--- config.mk ---
export PLATFORM = sky130hd
export DESIGN_NAME = byte_pattern_first_match_core
export DESIGN_NICKNAME = d
export VERILOG_FILES = /design/src/rtl/bpfm_pkg.sv /design/src/rtl/bpfm_cell.sv /design/src/rtl/byte_pattern_first_match_core.sv
export SDC_FILE = /design/constraint.sdc
export NUM_CORES = 1
export LEC_CHECK = 0
export BUFFER_PORTS_ARGS = -buffer_cell sky130_fd_sc_hd__buf_2
export CAP_MARGIN = 5
export CORE_ASPECT_RATIO = 0.7
export CORE_MARGIN = 5
export CORE_UTILIZATION = 43
export CTS_CLUSTER_SIZE = 12
export DETAILED_ROUTE_END_ITERATION = 8
export GPL_TIMING_DRIVEN = 1
export HOLD_SLACK_MARGIN = 0.08
export SYNTH_ARGS = -nofsm -noshare
export SYNTH_HDL_FRONTEND = slang
export SYNTH_SLANG_ARGS = --single-unit
--- constraint.sdc ---
create_clock -name clock -period 11.4 [get_ports clock]
set_clock_uncertainty 0.15 [all_clocks]
set_input_delay 2.28 -clock clock [delete_from_list [all_inputs] [get_ports clock]]
set_output_delay 2.28 -clock clock [all_outputs]
set_load 0.02 [all_outputs]
--- src/rtl/bpfm_pkg.sv ---
`default_nettype none
package bpfm_pkg;

   // pattern register geometry (fixed by the register map)
   localparam int PAT_BYTES_MAX = 8;
   localparam int PAT_WIDTH     = 64;
   localparam int LEN_WIDTH     = 4;
   localparam int START_WIDTH   = 32;
   localparam int RESULT_WIDTH  = 32;

   // configuration register indexes
   localparam int CSR_INDEX_WIDTH = 2;
   localparam logic [CSR_INDEX_WIDTH-1:0] CSR_PATTERN_BYTES  = 2'd0;
   localparam logic [CSR_INDEX_WIDTH-1:0] CSR_PATTERN_LENGTH = 2'd1;
   localparam logic [CSR_INDEX_WIDTH-1:0] CSR_SEARCH_START   = 2'd2;

   typedef logic [7:0] byte_type;

   // control broadcast from the top level to every window cell
   typedef struct packed {
      logic                 shift;
      logic [LEN_WIDTH-1:0] pat_len;
   } cell_ctrl_type;

endpackage
`default_nettype wire

--- src/rtl/bpfm_cell.sv ---
`default_nettype none
module bpfm_cell import bpfm_pkg::*; #(
   parameter int INDEX = 0
) (
   input  wire logic                 clock,
   input  wire cell_ctrl_type        ctrl,
   input  wire logic [PAT_WIDTH-1:0] pattern_bytes,
   input  wire byte_type             shift_in,
   output byte_type                  byte_out,
   output logic                      hit
);

   byte_type                 byte_ff;
   byte_type                 byte_in;
   logic [LEN_WIDTH-1:0]     sel;
   logic [5:0]               bit_base;
   logic                     in_use;

   // pattern byte that lines up with this window slot: len-1-INDEX
   assign sel      = ctrl.pat_len - LEN_WIDTH'(INDEX) - LEN_WIDTH'(1);
   assign bit_base = {sel[2:0], 3'b000};
   assign in_use   = ctrl.pat_len > LEN_WIDTH'(INDEX);

   // compare against the value this slot takes on the current word
   assign hit = !in_use || (shift_in == pattern_bytes[bit_base +: 8]);

   // window shift toward the older end
   assign byte_in = ctrl.shift ? shift_in : byte_ff;

   always_ff @(posedge clock) begin
      byte_ff <= byte_in;
   end

   assign byte_out = byte_ff;

endmodule
`default_nettype wire

--- src/rtl/byte_pattern_first_match_core.sv ---
`default_nettype none
// Streaming exact-substring search, first match only.
// req channel: one buffer byte per word, req_tlast on the final byte.
// rsp channel: at most one word per buffer. rsp_tuser = 1 with the start
//   offset of the first match at or after search_start, sent on the byte
//   that completes the match; rsp_tuser = 0 with offset 0 on the final byte
//   when nothing matched. Bytes after a match are absorbed without output.
// csr channel: always ready; index 0 pattern bytes (first byte in [7:0]),
//   1 pattern length (1..PATTERN_MAX, other values never match),
//   2 search start offset. Write only while no buffer is in flight.
// Throughput: one byte per clock when not stalled. A row of PATTERN_MAX
//   window cells shifts one slot per accepted byte and each compares its slot
//   in parallel; the hit AND, start-offset subtract and compare finish in the
//   same cycle, and the result is registered on the byte that causes it.
// Stall: the result register holds while rsp_tready is low; a new byte is
//   accepted as long as the result register is empty or being drained.
// Reset: synchronous, active high. Clears the byte count, the match flag and
//   the output valid, and returns the registers to pattern 0, length 1,
//   start 0. The byte count saturates at 2^OFFSET_BITS-1.
module byte_pattern_first_match_core import bpfm_pkg::*; #(
   parameter int PATTERN_MAX = 8,
   parameter int OFFSET_BITS = 32
) (
   input  wire logic                       clock,
   input  wire logic                       reset,
   // csr write channel
   input  wire logic                       csr_valid,
   output logic                            csr_ready,
   input  wire logic [CSR_INDEX_WIDTH-1:0] csr_index,
   input  wire logic [PAT_WIDTH-1:0]       csr_data,
   // byte stream in
   input  wire logic                       req_tvalid,
   output logic                            req_tready,
   input  wire logic [7:0]                 req_tdata,   // [7:0] byte_value
   input  wire logic                       req_tlast,   // last_byte
   // result out
   output logic                            rsp_tvalid,
   input  wire logic                       rsp_tready,
   output logic [RESULT_WIDTH-1:0]         rsp_tdata,   // [31:0] match_offset
   output logic                            rsp_tuser    // [0] found
);

   localparam int WIDE = ((OFFSET_BITS > START_WIDTH) ? OFFSET_BITS : START_WIDTH) + 1;

   // configuration registers
   logic [PAT_WIDTH-1:0]   pat_ff;
   logic [LEN_WIDTH-1:0]   len_ff;
   logic [START_WIDTH-1:0] start_ff;

   // buffer state
   logic [OFFSET_BITS-1:0] cnt_ff, cnt_in;
   logic                   reported_ff, reported_in;

   // result register
   logic                    rsp_valid_ff, rsp_valid_in;
   logic                    found_ff, found_in;
   logic [RESULT_WIDTH-1:0] offset_ff, offset_in;

   logic                    accept;
   logic                    len_ok, not_sat, enough, after_start, all_hit, hit_now, load;
   logic [WIDE-1:0]         pos_plus1, start_pos;
   logic [PATTERN_MAX-1:0]  hits;
   byte_type                chain [PATTERN_MAX+1];
   cell_ctrl_type           ctrl;

   assign csr_ready  = 1'b1;
   assign req_tready = !rsp_valid_ff || rsp_tready;
   assign accept     = req_tvalid && req_tready;

   // register writes
   always_ff @(posedge clock) begin
      if (reset) begin
         pat_ff   <= '0;
         len_ff   <= LEN_WIDTH'(1);
         start_ff <= '0;
      end else if (csr_valid) begin
         unique case (csr_index)
            CSR_PATTERN_BYTES:  pat_ff   <= csr_data;
            CSR_PATTERN_LENGTH: len_ff   <= csr_data[LEN_WIDTH-1:0];
            CSR_SEARCH_START:   start_ff <= csr_data[START_WIDTH-1:0];
            default: ;
         endcase
      end
   end

   // window cells, slot 0 holds the newest byte
   assign ctrl.shift   = accept;
   assign ctrl.pat_len = len_ff;
   assign chain[0]     = req_tdata;

   for (genvar k = 0; k < PATTERN_MAX; k++) begin : g_cell
      bpfm_cell #(.INDEX(k)) u_cell (
         .clock         (clock),
         .ctrl          (ctrl),
         .pattern_bytes (pat_ff),
         .shift_in      (chain[k]),
         .byte_out      (chain[k+1]),
         .hit           (hits[k])
      );
   end

   // match qualification on the current byte
   assign len_ok      = (len_ff != '0) && (len_ff <= LEN_WIDTH'(PATTERN_MAX));
   assign not_sat     = !(&cnt_ff);
   assign pos_plus1   = WIDE'(cnt_ff) + WIDE'(1);
   assign start_pos   = pos_plus1 - WIDE'(len_ff);
   assign enough      = pos_plus1 >= WIDE'(len_ff);
   assign after_start = start_pos >= WIDE'(start_ff);
   assign all_hit     = &hits;
   assign hit_now     = !reported_ff && len_ok && not_sat && enough && after_start && all_hit;
   assign load        = accept && (hit_now || (req_tlast && !reported_ff));

   // count, match flag and result next state
   always_comb begin
      cnt_in       = cnt_ff;
      reported_in  = reported_ff;
      rsp_valid_in = rsp_valid_ff && !rsp_tready;
      found_in     = found_ff;
      offset_in    = offset_ff;
      if (load) begin
         rsp_valid_in = 1'b1;
         found_in     = hit_now;
         offset_in    = hit_now ? start_pos[RESULT_WIDTH-1:0] : '0;
      end
      if (accept) begin
         if (req_tlast) begin
            cnt_in      = '0;
            reported_in = 1'b0;
         end else begin
            reported_in = reported_ff || hit_now;
            if (not_sat) begin
               cnt_in = cnt_ff + OFFSET_BITS'(1);
            end
         end
      end
   end

   always_ff @(posedge clock) begin
      if (reset) begin
         cnt_ff       <= '0;
         reported_ff  <= 1'b0;
         rsp_valid_ff <= 1'b0;
      end else begin
         cnt_ff       <= cnt_in;
         reported_ff  <= reported_in;
         rsp_valid_ff <= rsp_valid_in;
      end
   end

   always_ff @(posedge clock) begin
      found_ff  <= found_in;
      offset_ff <= offset_in;
   end

   assign rsp_tvalid = rsp_valid_ff;
   assign rsp_tdata  = offset_ff;
   assign rsp_tuser  = found_ff;

   // buffer state is clean after the final byte
   a_clear_on_last: assert property (@(posedge clock) disable iff (reset)
      accept && req_tlast |=> cnt_ff == '0 && !reported_ff)
      else $error("buffer state not cleared after final byte");

   // a not-found result only comes from the final byte
   a_notfound_on_last: assert property (@(posedge clock) disable iff (reset)
      load && !hit_now |-> req_tlast)
      else $error("not-found result before buffer end");

   // a match is remembered for the rest of the buffer
   a_match_sticky: assert property (@(posedge clock) disable iff (reset)
      accept && hit_now && !req_tlast |=> reported_ff)
      else $error("match flag not set after match");

   // a held result blocks new bytes
   a_stall_backpressure: assert property (@(posedge clock) disable iff (reset)
      rsp_valid_ff && !rsp_tready |-> !req_tready)
      else $error("byte accepted while result register full");

endmodule
`default_nettype wire

==> results.cfg, run 1 <==
[finish]
utilization_pct = 48.0
multi_input_area_mm2 = 0.00788
nFillCells = 3045
postLayoutCellArea_mm2 = 0.0154
final_common_cell = nand2_1
area_delta_synth_final_pct = 10.9
final_nets = 1646
mostFrequentLayoutCells = 231 x nand2_1, 148 x a21oi_1, 133 x dfxtp_1
drive_above_1_share_pct = 16.1
antenna_cells = 0
seqCellArea_mm2 = 0.00536

[cts]
insertion_delay_ns = 0.55
clock-sinks = 223
cts_root_buf = clkbuf_16
cts_tree = yes
cts_setup_buffers = 0
ctsHoldBuffers = 0
cts_resized = 0
clk_path_buf_depth = 3
clkTransAtPathRegs_ns = 0.06
h-tree-depth = 1
numCtsBuffers = 23

[job]
maxCapViolCount = 0

[place]
place_area_mm2 = 0.0147
post-dp-hpwl_um = 32300
gp_congestion = 0.942
dp_worst_setup_slack_ns = 4.65
port_buffers = 114

[floorplan]
ios = 116
die-width_um = 225
die-height_um = 160
dieArea_mm2 = 0.0361
start_util_pct = 43.3
core_area_mm2 = 0.0321
rows = 55

[critical_path]
slowest_delay_ns = 0.96
path_delay_family = compound AO/OA/AOI/OAI gates
end_kind = flip-flop
worstPathRequired_ns = 11.38
reg2reg_depth = 20
critical_path_peak_fanout = 34
slowest_stage = a21oi_4
path_depth = 20
arrival_ns = 6.87
cp.buffers_inverters = 3
path_cells = inv_1 > ha_1 > nor2b_1 > o21ai_0 > a21oi_1 > nand4bb_1 > nor2_1 > mux2i_1 > o22a_1 > xor2_1 > inv_1 > ha_1 > nand4_1 > o41ai_1 > a21oi_1 > o2111ai_1 > o21ai_1 > or4b_1 > buf_4 > a21oi_4
start_kind = flip-flop
crit_type = flip-flop to flip-flop

[global_routing]
grt_pass1_vias = 10600
grt_max_degree = 100
antenna_found_initial = 0
gr-total-overflow = 0
grt_pass1_wl_um = 64500
track_usage_pct = 23.1

[logic_synthesis]
syn_inst = 1471
ys_warn_count = 0
synth_edf_count = 89
synth_area_mm2 = 0.0139
syn_avg_cell_area_um2 = 9.45
synthArstFlopShare_pct = 0
synth-seq-cells = 223
synth_ff_type = dfxtp_1
synth_nets = 1594
synth_cell_types = 74
seq_area_frac_synth_pct = 38.5

[timing]
setup_viol = 0
fin_crit_ns = 6.88
slew_headroom_pct = 21.6
slew_viol_final = 0
fin_crit_sh_pct = 60.4
hold_viol = 0
rsz0062_at_grt = no
worstMarginPinSlew_ns = 1.17
setup_tns_ns = 0
fmax_ghz = 0.145
layout_setup_ws_ns = 4.52

[worst_hold_path]
whs_path_depth = 2
hp-class = flip-flop to flip-flop

[route]
initialDrtViolationCount = 1146
avgRoutedWirePerCell_um = 21.5
drc = 0
routed_wl_um = 42200
vias_per_cell = 5.77
antenna_left = 0
first_pass_iters = 5
vias = 11300

[power]
clkPwrFrac_pct = 37.1
pwr-share-comb_pct = 16.5
p_total_mw = 1.93
ir_worst_vdd_v = 0.0000891
power.switching_mw = 0.529
power_density_mw_per_mm2 = 125
p_seq_share_pct = 46.4
internal-power_mw = 1.40
power_switching_share_pct = 27.4
p_leak_nw = 5.58

[status]
outcome = finished clean
tightest hold or removal path: cells and delay by family (launching register included):
kind | cells | cell delay (ns)
flip-flops | 1 | 0.30
AND/OR/NAND/NOR | 1 | 0.05
AO/OA/AOI/OAI | 1 | 0.05
cell usage after synthesis (all sizes together) (29+ instances only):
library cell | count | area share, %
ha | 42 | 3.8
dfxtp | 134 | 19
xor2 | 30 | 1.9
a21oi | 149 | 5.4
inv | 65 | 1.8
buf | 36 | 1.5
mux4 | 67 | 11
edfxtp | 89 | 19
clkbuf | 65 | 1.8
mux2i | 42 | 3.0
nand2 | 231 | 6.2
xnor2 | 125 | 7.9
nand4 | 43 | 2.0
nand3 | 29 | 1.1
o21ai | 35 | 1.3
nor2 | 89 | 2.4
path summary, 6_finish.rpt:
| check | from | slack, ns | end |
|---|---|---|---|
| setup / recovery | len_ff[1] | 4.52 | rsp_tdata[19] |
| hold / removal | start_ff[24] | 0.30 | start_ff[24] |
| setup reg to reg | len_ff[1] | 4.52 | rsp_tdata[19] |
| hold reg to reg | start_ff[24] | 0.30 | start_ff[24] |
final cells by class:
type / instances / share of cell area, %
clock buffer: 39 / 4.39
inverter: 66 / 1.61
clock inverter: 2 / 0.0812
tap: 427 / 3.47
sequential: 223 / 34.8
timing repair buffer: 128 / 4.53
multi-input combinational: 1081 / 51.2
state kept, by name, indices dropped and copies added, names as in the netlist:
name,cells
pat_ff,64
len_ff,4
rsp_tuser,1
cnt_ff,32
rsp_tvalid,1
g_cell.u_cell.byte_out,56
reported_ff,1
start_ff,32
rsp_tdata,32
layer usage:
layer	vias to the layer above	wire length, um	global-route usage, %	part of all wire [%]
met5	-	0	0	0
met4	0	726	3.73	1.7
met3	47	4370	6.72	10
met2	455	16100	29.5	38
met1	5495	21100	38.1	50
li1	5344	-	-	-
stage by stage:
step / instances / hold slack [ns]
2_1_floorplan: 1471 / 0.286
3_3_place_gp: 1924 / 0.296
3_5_place_dp: 1924 / 0.296
4_1_cts: 1965 / 0.304
5_1_grt: 1966 / 0.321
6_report: 1966 / 0.300
power groups by stage:
| stage | clock, mW | sequential, mW | combinational, mW |
|---|---|---|---|
| 6_report | 0.716 | 0.895 | 0.318 |
| 5_1_grt | 0.774 | 0.898 | 0.351 |
| 4_1_cts | 0.733 | 0.894 | 0.316 |
| 3_5_place_dp | 0 | 0.911 | 0.314 |
| 3_3_place_gp | 0 | 0.910 | 0.310 |
| 2_1_floorplan | 0 | 0.903 | 0.220 |
cell families after synthesis:
kind of cell    share of synthesized area (%)
mux                                      14.2
fa+ha+maj                                3.92
flops                                    38.5
simple gates                             17.5
xor+xnor                                 10.1
other cells                            0.0270
buf+inv                                  5.03
compound gates                           10.6
Note: power is estimated with default switching activity, not from simulation.
==> inputs of run 2 (changes only) <==
==> constraint.sdc (replaced) <==
create_clock -name clock -period 6.9 [get_ports clock]
set_clock_uncertainty 0.15 [all_clocks]
set_input_delay 1.38 -clock clock [delete_from_list [all_inputs] [get_ports clock]]
set_output_delay 1.38 -clock clock [all_outputs]
set_load 0.02 [all_outputs]
==> results.cfg, run 2 (synthesized netlist as in run 1, its figures left out) <==
[status]
outcome = finished clean

[floorplan]
ios = 116
die-height_um = 160
rows = 55
start_util_pct = 43.3
die-width_um = 225
core_area_mm2 = 0.0321
dieArea_mm2 = 0.0361

[power]
p_total_mw = 3.34
power_switching_share_pct = 27.4
power.switching_mw = 0.915
pwr-share-comb_pct = 15.9
clkPwrFrac_pct = 39.8
power_density_mw_per_mm2 = 214
p_seq_share_pct = 44.3
ir_worst_vdd_v = 0.000158
p_leak_nw = 5.68
internal-power_mw = 2.43

[critical_path]
cp.buffers_inverters = 3
path_depth = 22
reg2reg_from = cnt_ff[0]
start_kind = flip-flop
worstPathRequired_ns = 6.92
path_delay_family = compound AO/OA/AOI/OAI gates
end_kind = flip-flop
slowest_delay_ns = 0.55
slowest_stage = or4b_1
r2r-end = rsp_tdata[19]
crit_type = flip-flop to flip-flop
path_cells = ha_1 > xor2_1 > ha_1 > nor2b_1 > o21a_1 > nor3_1 > and4_1 > buf_4 > nand2_1 > mux2_2 > a31oi_1 > xor2_1 > inv_1 > ha_1 > nand4_1 > o41ai_1 > a21oi_1 > o2111ai_1 > o21ai_1 > or4b_1 > a21oi_4 > buf_4
cp_common_cell = ha_1
worst-r2r-setup-slack_ns = 0.72
critical_path_peak_fanout = 33
reg2reg_depth = 22
arrival_ns = 6.20

[worst_hold_path]
holdPathEnd = start_ff[24]
min_from = start_ff[24]
hp-class = flip-flop to flip-flop
whs_path_depth = 2

[finish]
drive_above_1_share_pct = 17.1
largest-register = pat_ff
largest_reg_flops = 64
antenna_cells = 0
final_common_cell = nand2_1
nFillCells = 3086
multi_input_area_mm2 = 0.00788
area_delta_synth_final_pct = 12.1
seqCellArea_mm2 = 0.00536
mostFrequentLayoutCells = 231 x nand2_1, 148 x a21oi_1, 133 x dfxtp_1
final_nets = 1655

[timing]
fmax_ghz = 0.162
fin_crit_ns = 6.18
fin_crit_sh_pct = 89.5
setup_viol = 0
hold_viol = 0
layout_setup_ws_ns = 0.722
worstMarginPinSlew_ns = 1.20
setup_tns_ns = 0
slew_viol_final = 0
rsz0062_at_grt = no
slew_headroom_pct = 19.8

[cts]
clk_path_buf_depth = 3
clkTransAtPathRegs_ns = 0.06
numCtsBuffers = 25
ctsHoldBuffers = 0
cts_resized = 0
insertion_delay_ns = 0.55
h-tree-depth = 1
clock-sinks = 223
cts_tree = yes
cts_root_buf = clkbuf_16
cts_setup_buffers = 0

[route]
vias_per_cell = 5.79
first_pass_iters = 5
routed_wl_um = 42700
drc = 0
antenna_left = 0
avgRoutedWirePerCell_um = 21.6
vias = 11400
initialDrtViolationCount = 1062

[global_routing]
grt_pass1_wl_um = 65200
antenna_found_initial = 0
track_usage_pct = 23.2
gr-total-overflow = 0
grt_max_degree = 84
grt_pass1_vias = 10700

[job]
maxCapViolCount = 0

[place]
gp_congestion = 1.00
dp_worst_setup_slack_ns = 0.790
port_buffers = 114
post-dp-hpwl_um = 32400
==> run 2: cell count changes in the layout (fill, tap and decap cells not counted), moves of 2 or more <==
cell       change
buf_4          +7
clkbuf_1       -4
clkinv_2       +3
clkbuf_16      +2
clkbuf_8       +2
==> run 2: area by class of cell <==
class | count | share of cell area [%]
Inverter | 66 | 1.59
Clock inverter | 7 | 0.442
Sequential cell | 223 | 34.4
Timing Repair Buffer | 135 | 4.77
Clock buffer | 39 | 4.75
Tap cell | 427 | 3.43
Multi-Input combinational cell | 1081 | 50.6
==> run 2: through the flow <==
stage	cell area (um2)	std cells	util (%)	hold slack, ns
final	15600	1978	48.5	0.307
after global routing	15600	1978	48.5	0.315
after CTS	15600	1978	48.5	0.305
after detailed placement	14800	1932	46.0	0.296
after global placement	14800	1932	46.0	0.295
after floorplan	13900	1471	-	0.286
==> run 2: worst max path at each step <==
stage / slack, ns / to / start
5_1_grt: 0.29 / rsp_tdata[19] / cnt_ff[0]
4_1_cts: 0.72 / rsp_tdata[31] / cnt_ff[0]
2_1_floorplan: 0.51 / rsp_tdata[0] / len_ff[1]
3_3_place_gp: 0.91 / rsp_tdata[14] / cnt_ff[0]
6_report: 0.72 / rsp_tdata[19] / cnt_ff[0]
3_5_place_dp: 0.79 / rsp_tdata[7] / cnt_ff[0]
==> run 2: power by group through the flow <==
stage	sequential (mW)	clock (mW)	combinational, mW
after floorplan	1.49	0	0.364
after global placement	1.50	0	0.522
after detailed placement	1.51	0	0.527
after CTS	1.48	1.36	0.531
after global routing	1.48	1.42	0.585
final	1.48	1.33	0.530
==> run 2: tightest hold or removal path: stages (launching register included) <==
cell,delay (ns)
dfxtp_1,0.31
nand2_1,0.05
a21oi_1,0.05
==> run 2: layer usage <==
metal	wire [um]	global-route usage (%)
met4	692	3.79
met1	20300	36.9
met5	0	0
met2	16600	30.7
met3	5150	7.98
==> inputs of run 3 (changes only) <==
--- a/config.mk
+++ b/config.mk
@@ -9,11 +9,13 @@
 export CAP_MARGIN = 5
 export CORE_ASPECT_RATIO = 0.7
 export CORE_MARGIN = 5
-export CORE_UTILIZATION = 43
+export CORE_UTILIZATION = 61
 export CTS_CLUSTER_SIZE = 12
 export DETAILED_ROUTE_END_ITERATION = 8
 export GPL_TIMING_DRIVEN = 1
 export HOLD_SLACK_MARGIN = 0.08
+export PLACE_DENSITY = 0.81
+export RECOVER_POWER = 100
 export SYNTH_ARGS = -nofsm -noshare
 export SYNTH_HDL_FRONTEND = slang
 export SYNTH_SLANG_ARGS = --single-unit
==> results.cfg, run 3 (synthesized netlist as in run 1, its figures left out) <==
[status]
outcome = finished, violations left
violations = max-capacitance violations, max-slew violations

[floorplan]
start_util_pct = 61.6
ios = 116
dieArea_mm2 = 0.0260
core_area_mm2 = 0.0226
rows = 46
die-width_um = 190
die-height_um = 136

[critical_path]
end_kind = flip-flop
worstPathRequired_ns = 7.08
critical_path_peak_fanout = 33
arrival_ns = 6.54
crit_type = flip-flop to flip-flop
start_kind = flip-flop
reg2reg_from = cnt_ff[5]
reg2reg_depth = 18
r2r-end = rsp_tdata[10]
worst-r2r-setup-slack_ns = 0.54

[worst_hold_path]
min_from = start_ff[20]
holdPathEnd = start_ff[20]
hp-class = flip-flop to flip-flop
whs_path_depth = 2

[finish]
largest-register = pat_ff
largest_reg_flops = 64
antenna_cells = 0
final_nets = 1649
final_common_cell = nand2_1
postLayoutCellArea_mm2 = 0.0151
mostFrequentLayoutCells = 231 x nand2_1, 148 x a21oi_1, 133 x dfxtp_1
area_delta_synth_final_pct = 8.87
drive_above_1_share_pct = 12.9

[route]
routed_wl_um = 41200
first_pass_iters = 5
vias = 11800
avgRoutedWirePerCell_um = 22.2
antenna_left = 0
vias_per_cell = 6.40
drc = 0
initialDrtViolationCount = 1646

[global_routing]
use_met1_pct = 47.1
grt_pass1_wl_um = 62500
grt_max_degree = 98
track_usage_pct = 31.2
gr-total-overflow = 0
grt_busiest_layer = met1
globalRouteMet2Util_pct = 41.3
grt_pass1_vias = 10900
use_met3_pct = 14.5
antenna_found_initial = 0

[cts]
cts_tree = yes
insertion_delay_ns = 0.52
clk_path_buf_depth = 3
ctsHoldBuffers = 0
h-tree-depth = 1
cts_root_buf = clkbuf_16
cts_resized = 0
clock-sinks = 223
numCtsBuffers = 23
cts_setup_buffers = 0
clkTransAtPathRegs_ns = 0.06

[timing]
hold_viol = 0
setup_tns_ns = 0
rsz0062_at_grt = no
fmax_ghz = 0.157
worstMarginPinSlew_ns = 4.38
fin_crit_ns = 6.36
fin_crit_sh_pct = 92.2
setup_viol = 0
slew_headroom_pct = -192
slew_viol_final = 262

[place]
place_area_mm2 = 0.0146
post-dp-hpwl_um = 30200
port_buffers = 114
gp_congestion = 1.02

[power]
p_leak_nw = 5.42
power_density_mw_per_mm2 = 208
ir_worst_vdd_v = 0.000166

[job]
maxCapViolCount = 5
## run 3: changes by cell type in the layout (fill, tap and decap cells not counted), moves of 3 or more
cell	before	now
clkbuf_16	26	23
buf_2	113	69
buf_4	21	10
clkbuf_1	9	61
clkbuf_8	4	1
clkbuf_2	0	3
## run 3: cell type report
| type | count | area, um2 |
|---|---|---|
| clock inverter | 2 | 10.0 |
| fill | 1863 | 7430 |
| timing repair buffer | 131 | 622 |
| multi-input combinational | 1081 | 7870 |
| inverter | 66 | 248 |
| tap | 312 | 390 |
| clock buffer | 37 | 639 |
| sequential | 223 | 5360 |
## run 3: how the worst max path moves through the flow
stage	start	endpoint	slack, ns	cells past startpoint
4_1_cts	cnt_ff[0]	rsp_tdata[13]	0.78	21
3_3_place_gp	cnt_ff[5]	rsp_tdata[11]	1.02	18
2_1_floorplan	len_ff[1]	rsp_tdata[0]	0.51	23
3_5_place_dp	cnt_ff[0]	rsp_tdata[11]	0.83	21
5_1_grt	cnt_ff[0]	rsp_tdata[10]	0.23	21
6_report	cnt_ff[5]	rsp_tdata[10]	0.54	18
## run 3: power breakdown
| part | internal [mW] | switching [mW] |
|---|---|---|
| sequential | 1.43 | 0.0517 |
| clock | 0.629 | 0.511 |
| combinational | 0.219 | 0.312 |
## run 3: per-stage QoR
step	total power, mW	util (%)	hold WS, ns	setup WS (ns)	std cells
after CTS	3.14	67.5	0.305	0.785	1852
after floorplan	1.86	-	0.286	0.510	1471
after global placement	2.01	64.6	0.294	1.02	1813
after global routing	3.25	67.1	0.325	0.232	1852
final	3.15	67.1	0.304	0.539	1852
after detailed placement	2.02	64.6	0.297	0.832	1813
## run 3: per-layer routing
layer	wire length, um	share of wire, %	vias up
met4	748	1.8	0
met1	17500	43	5670
li1	-	-	5355
met3	6870	17	64
met5	0	0	-
met2	16000	39	760
## run 3: critical path, cell delays in order (launching register included)
cell and delay [ns]:
dfxtp_1 0.60, nand4_1 0.39, mux2i_1 0.21, o41ai_1 0.73, and4_1 0.42, nand2_1 0.15, mux2_2 0.29, a31oi_1 0.20
xor2_1 0.22, inv_1 0.07, ha_1 0.29, nand4_1 0.10, o41ai_1 0.37, a21oi_1 0.18, o2111ai_1 0.21, o21ai_0 0.11
or4b_1 0.56, clkbuf_2 0.53, a21oi_1 0.35
